===== config.mk =====
export PLATFORM = sky130hd
export DESIGN_NAME = bsr_mul
export DESIGN_NICKNAME = d
export VERILOG_FILES = /design/src/rtl/bsr_pkg.sv /design/src/rtl/bsr_mul.sv
export SDC_FILE = /design/constraint.sdc
export NUM_CORES = 2
export LEC_CHECK = 0
export BUFFER_PORTS_ARGS = -buffer_cell sky130_fd_sc_hd__buf_2
export CAP_MARGIN = 5
export CORE_MARGIN = 1.5
export CORE_UTILIZATION = 50
export DETAILED_ROUTE_END_ITERATION = 10
export PLACE_DENSITY_LB_ADDON = 0.15
export SETUP_SLACK_MARGIN = 0.5
export SYNTH_ARGS = -nofsm -noshare
export SYNTH_HDL_FRONTEND = slang
export SYNTH_SLANG_ARGS = --single-unit

===== constraint.sdc =====
create_clock -name clk_i -period 8.1 [get_ports clk_i]
set_input_delay 1.62 -clock clk_i [delete_from_list [all_inputs] [get_ports clk_i]]
set_output_delay 1.62 -clock clk_i [all_outputs]
set_load 0.05 [all_outputs]

===== src/rtl/bsr_pkg.sv =====
`default_nettype none

package bsr_pkg;

  localparam int DATA_W       = 32;
  localparam int IDX_W        = 9;
  localparam int CFG_IDX_W    = 2;
  localparam int U_POINTS_DEF = 257;

  localparam logic signed [DATA_W-1:0] Q_ONE   = 32'sd65536;
  localparam logic signed [DATA_W-1:0] Q_THREE = 32'sd196608;
  localparam logic signed [DATA_W-1:0] Q_MAX   = 32'sh7fffffff;
  localparam logic signed [DATA_W-1:0] Q_MIN   = 32'sh80000000;

  localparam logic signed [DATA_W-1:0] A_COEF_RST      = 32'sd65536;
  localparam logic signed [DATA_W-1:0] B_COEF_RST      = 32'sd196608;
  localparam logic signed [DATA_W-1:0] DIFF_U_GAIN_RST = 32'sd87246766;
  localparam logic signed [DATA_W-1:0] DIFF_V_GAIN_RST = 32'sd21811692;

  localparam logic [CFG_IDX_W-1:0] CFG_A_COEF      = 2'd0;
  localparam logic [CFG_IDX_W-1:0] CFG_B_COEF      = 2'd1;
  localparam logic [CFG_IDX_W-1:0] CFG_DIFF_U_GAIN = 2'd2;
  localparam logic [CFG_IDX_W-1:0] CFG_DIFF_V_GAIN = 2'd3;

  localparam logic KIND_LOAD = 1'b0;
  localparam logic KIND_EVAL = 1'b1;

  // saturated value and its flag
  typedef struct packed {
    logic signed [DATA_W-1:0] val;
    logic                     ovf;
  } sat_t;

  function automatic sat_t sat32(input logic signed [47:0] v);
    sat_t r;
    r.ovf = (v[47:31] != {17{v[47]}});
    r.val = r.ovf ? (v[47] ? Q_MIN : Q_MAX) : v[31:0];
    return r;
  endfunction

endpackage

`default_nettype wire


===== src/rtl/bsr_mul.sv =====
`default_nettype none

module bsr_mul (
  input  wire logic                              clk_i,
  input  wire logic signed [bsr_pkg::DATA_W-1:0] a_i,
  input  wire logic signed [bsr_pkg::DATA_W-1:0] b_i,
  output bsr_pkg::sat_t                          res_o
);
  import bsr_pkg::*;

  logic signed [2*DATA_W-1:0] prod_q;

  always_ff @(posedge clk_i) begin
    prod_q <= a_i * b_i;
  end

  // Q16.16 rescale: floor shift by 16, then clamp
  assign res_o = sat32(prod_q[63:16]);

endmodule

`default_nettype wire


=== Yosys cells after proc, flatten, opt, wreduce, memory -nomap -nowiden ===
Index checks and enable logic that the tools add are counted.

* Bits in registers: 64
* Bits of input ports: 65
* Word-level logic and storage cells: 5

* Multipliers: 1
* Eq/ne operators: 1
* Muxes and demuxes: 2

{| class="wikitable"
|+ Operators with widths
! cell !! number
|-
| $mul 32x32->64 || 1
|-
| $mux 32 || 2
|-
| $ne 16x16->1 || 1
|}

=== Depth between registers and ports, before layout ===
* Depth after elaboration: 2
* Gate-level depth with buffers: 28

=== Worst setup path after synthesis ===
OpenSTA, ideal clock, no wires.

* Path kind: input port to flip-flop
* From: in b_i[2] (netlist name)
* To: reg prod_q[62]
* Setup time: 0.123 ns
* Arrival: 8.660 ns
* Data required time: 7.977 ns
* Path slack: -0.683 ns
* Stages: 24
* Path buffers: 1
* Cells stage by stage: clkbuf_1 nand2_1 inv_1 fa_1 fa_1 fa_1 fa_1 inv_1 fa_1 inv_1 fa_1 inv_1 fa_1 inv_1 fa_1 ha_1 nand4_1 or2_2 o22ai_1 a211oi_1 a41oi_1 o41ai_2 o21bai_1 xor2_1

* Longest elaborated chain between the ends: 1

{| class="wikitable"
|+ RTL lines
! item !! RTL line !! RTL
|-
| from (decl) || bsr_mul.sv:6 || <nowiki>input wire logic signed [bsr_pkg::DATA_W-1:0] b_i,</nowiki>
|-
| $mul 32x32->64 || bsr_mul.sv:14 || <nowiki>prod_q <= a_i * b_i;</nowiki>
|-
| to (signal assigned) || bsr_mul.sv:14 ||
|-
| to (decl) || bsr_mul.sv:11 || <nowiki>logic signed [2*DATA_W-1:0] prod_q;</nowiki>
|}

Every way passes these cells.

=== Worst setup path after layout ===
* From: in a_i[18] (netlist name)
* To: reg prod_q[50]

* Longest elaborated chain between the ends: 1

{| class="wikitable"
|+ RTL lines
! item !! RTL line !! RTL
|-
| from (decl) || bsr_mul.sv:5 || <nowiki>input wire logic signed [bsr_pkg::DATA_W-1:0] a_i,</nowiki>
|-
| $mul 32x32->64 || bsr_mul.sv:14 ||
|}

Every way passes these cells.

==> summary.md <==
| Metric | Value |
|---|---|
| Initial DRC Count | 1,245 |
| Most common cell after layout, fill and taps aside | fa_1 |
| # IOs | 98 |
| Fraction of layout cells with a size suffix above 1 | 0.2029 |
| Row count | 99 |
| Ys async rst share | 0 |
| Post-synth EDFFs | 0 |
| Min-delay src | prod_q[33] |
| DIE AREA | 75,760 sq um |
| Post-Syn Instances | 3,940 |
| Drt via density | 5.068 |
| Layout fillers | 6,430 |
| Post-CTS Hold Fix Bufs | 0 |
| Largest regs | prod_q (48) |
| Die Span X | 275.2 um |
| Critical Path RT | 8.31 ns |
| Vias in the first global route | 29,890 |
| Sinks on Clock Net | 48 |
| Min-Delay Path Class | reg -> out |
| Total number of vias | 26,800 |
| Avg Cell Area, Syn | 9.406 sq um |
| DR top layer | met4 |
| Core box area | 73,210 sq um |
| NumNets Final | 5,652 |
| Layout area overhead | 19.65% |
| Synth area leader | fa_1 |
| CP Capture Type | flip-flop |
| Seq/Total Area, Yosys | 0.02593 |
| Top-area cell type share of the netlist area | 0.5839 |
| RSZ-0062 raised after global routing | true |
| Clock Tree Buf Depth | 2 |
| Max FFs per register | 48 |
| CTS tree | yes |
| Max-Cap Viols | 0 |
| Syn Nets | 5,266 |
| Final HPWL DP | 87.04 mm |
| Die Height | 275.2 um |
| Global Route Usage Sum | 0.2722 |
| First-pass GRT wire length | 160.1 mm |
| Hold Path End | res_o[18] |
| Root buffer cell | clkbuf_16 |
| Hold Violations, Final | 0 |
| Main synth FF type | dfxtp_1 |
| Area of the multi-input gates | 33,070 sq um |
| WHS Path Cells | 3 |
| Post-place setup slack | -0.9049 ns |
| Inserted Clock Buffers | 5 |
| Commonest non-fill, non-tap cells in the layout | fa_1, inv_1, nand2_1, and2_1, buf_4 |
| Highest clock rate | 119.6 MHz |
| Max FO, Critical Path | 8 |
| Initial Util | 0.5062 |
| Critical path startpoint | a_i[18] |
| Routed len/inst | 18.30 um |
| Setup Viol. Count Final | 13 |
| Crit start category | input port |
| Reg with most FFs | prod_q |
| Metal3 WL | 3.042 mm |
| Post-synthesis cell area | 37,060 sq um |
| Final period utilization | 1.032 |
| Critical Path AT | 8.57 ns |
| Met2 wire len | 51.14 mm |
| Status | finished, violations left |
| Residual DRC | 7 |
| H-tree depth | 2 |
| Fin crit period | 8.362 ns |
| Register Area | 960.9 sq um |
| Initial antenna violation count | 4 |
| Least-Margin Pin Slew | 0.7489 ns |
| #FFs+latches synth | 48 |
| Global route overflow | 0 |
| Remaining antenna violation count | 0 |
| Largest net degree at the start of global routing | 34 |
| Detailed Routing Iterations Pass 1 | 10 |
| Max Slew Vio Count | 0 |
| DRT met1 WL | 40.08 mm |
| Max transition margin | 0.5007 |
| Synth Warn # | 0 |
| Global placer's final weighted congestion | 0.8907 |
| Top post-synthesis cells by area | fa_1, inv_1, and2_1 |
| WL final | 96.76 mm |
| Setup slack after layout | -0.2617 ns |
| Worst Path Class, Setup | in -> reg |
| Buffers on Ports | 97 |
| Netlist cell types | 60 |
| Failing checks | DRC, setup timing |
| Reg clk slew, reported paths | 0.06 ns |
-- what timing repair did --
| action | 4_1_cts | 5_1_grt |
|---|---|---|
| gates resized for setup | 337 | 136 |
| buffers inserted | 41 | 12 |
| gates cloned | 1 | 0 |
| setup endpoints to repair | 47 | 48 |
| pin swaps | 138 | 71 |
-- how the worst max path moves through the flow --
stage	end	slack, ns	cells after the start
floorplan	prod_q[62]	-0.34	24
finish	prod_q[50]	-0.26	24
detailed placement	prod_q[62]	-0.90	25
global route	prod_q[50]	-0.43	24
global placement	prod_q[62]	-0.80	25
CTS	prod_q[50]	-0.19	25
-- layout make-up --
class	count	share of cell area
Clock inverter	2	0.0007901
Antenna cell	2	0.0001129
Multi-Input combinational cell	2683	0.7457
Tap cell	959	0.02706
Timing Repair Buffer	594	0.1174
Sequential cell	48	0.02167
Inverter	994	0.08428
Clock buffer	6	0.002906
-- critical path: stages --
cell	delay (ns)
buf_12	0.12
buf_6	0.12
buf_4	0.14
buf_6	0.12
nand2_1	0.07
fa_1	0.44
fa_1	0.51
fa_1	0.46
fa_1	0.56
inv_1	0.06
fa_1	0.51
fa_1	0.45
fa_1	0.53
fa_2	0.62
ha_4	0.23
a21oi_4	0.17
o21ai_2	0.11
or4_4	0.51
a2bb2oi_2	0.15
o211ai_2	0.12
o21ai_4	0.09
a311o_2	0.39
a221oi_2	0.29
xnor2_1	0.14
-- per-layer routing --
| layer | vias up | track usage |
|---|---|---|
| met5 | - | 0 |
| li1 | 11960 | - |
| met4 | 0 | 0.05551 |
| met1 | 14180 | 0.3612 |
| met2 | 532 | 0.4943 |
| met3 | 126 | 0.01662 |
-- metrics by stage --
| stage | cells | hold WS (ns) | utilization | area (sq um) | setup TNS (ns) |
|---|---|---|---|---|---|
| 2_1_floorplan | 3940 | 2.230 | - | 37520 | -1.689 |
| 3_3_place_gp | 5224 | 2.209 | 0.5696 | 41700 | -18.89 |
| 3_5_place_dp | 5224 | 2.209 | 0.5696 | 41700 | -20.10 |
| 4_1_cts | 5274 | 2.520 | 0.5964 | 43660 | -1.345 |
| 5_1_grt | 5288 | 2.566 | 0.6057 | 44340 | -4.729 |
| 6_report | 5288 | 2.501 | 0.6057 | 44340 | -1.415 |
-- synthesized netlist by cell type (4+ instances only) --
cell and n:
fa_1 1081, inv_1 994, nand2_1 514, and2_1 513, clkbuf_1 210, ha_1 180
nor2_1 56, o21ai_0 50, dfxtp_1 48, a21oi_1 47, xnor2_1 40, a21o_1 29
nand4_1 21, xor2_1 21, nor3_1 18, o21bai_1 13, a211oi_1 10, nand3_1 9
nand2b_1 8, o21ai_1 6, a31oi_1 5, o21a_1 5, and3_1 4, nor2b_1 4
nor4_1 4
-- cells by family (layout without fill, tap and decap cells) --
logic type	after synthesis	after routing	synth area share
flip-flops	48	48	0.02593
buffers and inverters	1209	1596	0.1227
XOR/XNOR	61	61	0.01442
adder cells (fa/ha/maj)	1261	1261	0.6447
other	0	2	0
AND/OR/NAND/NOR	1158	1158	0.1564
AO/OA/AOI/OAI	203	203	0.03586
Power is not shown: default switching activity piles up to over one toggle a cycle in this logic, so the estimate is an artifact.
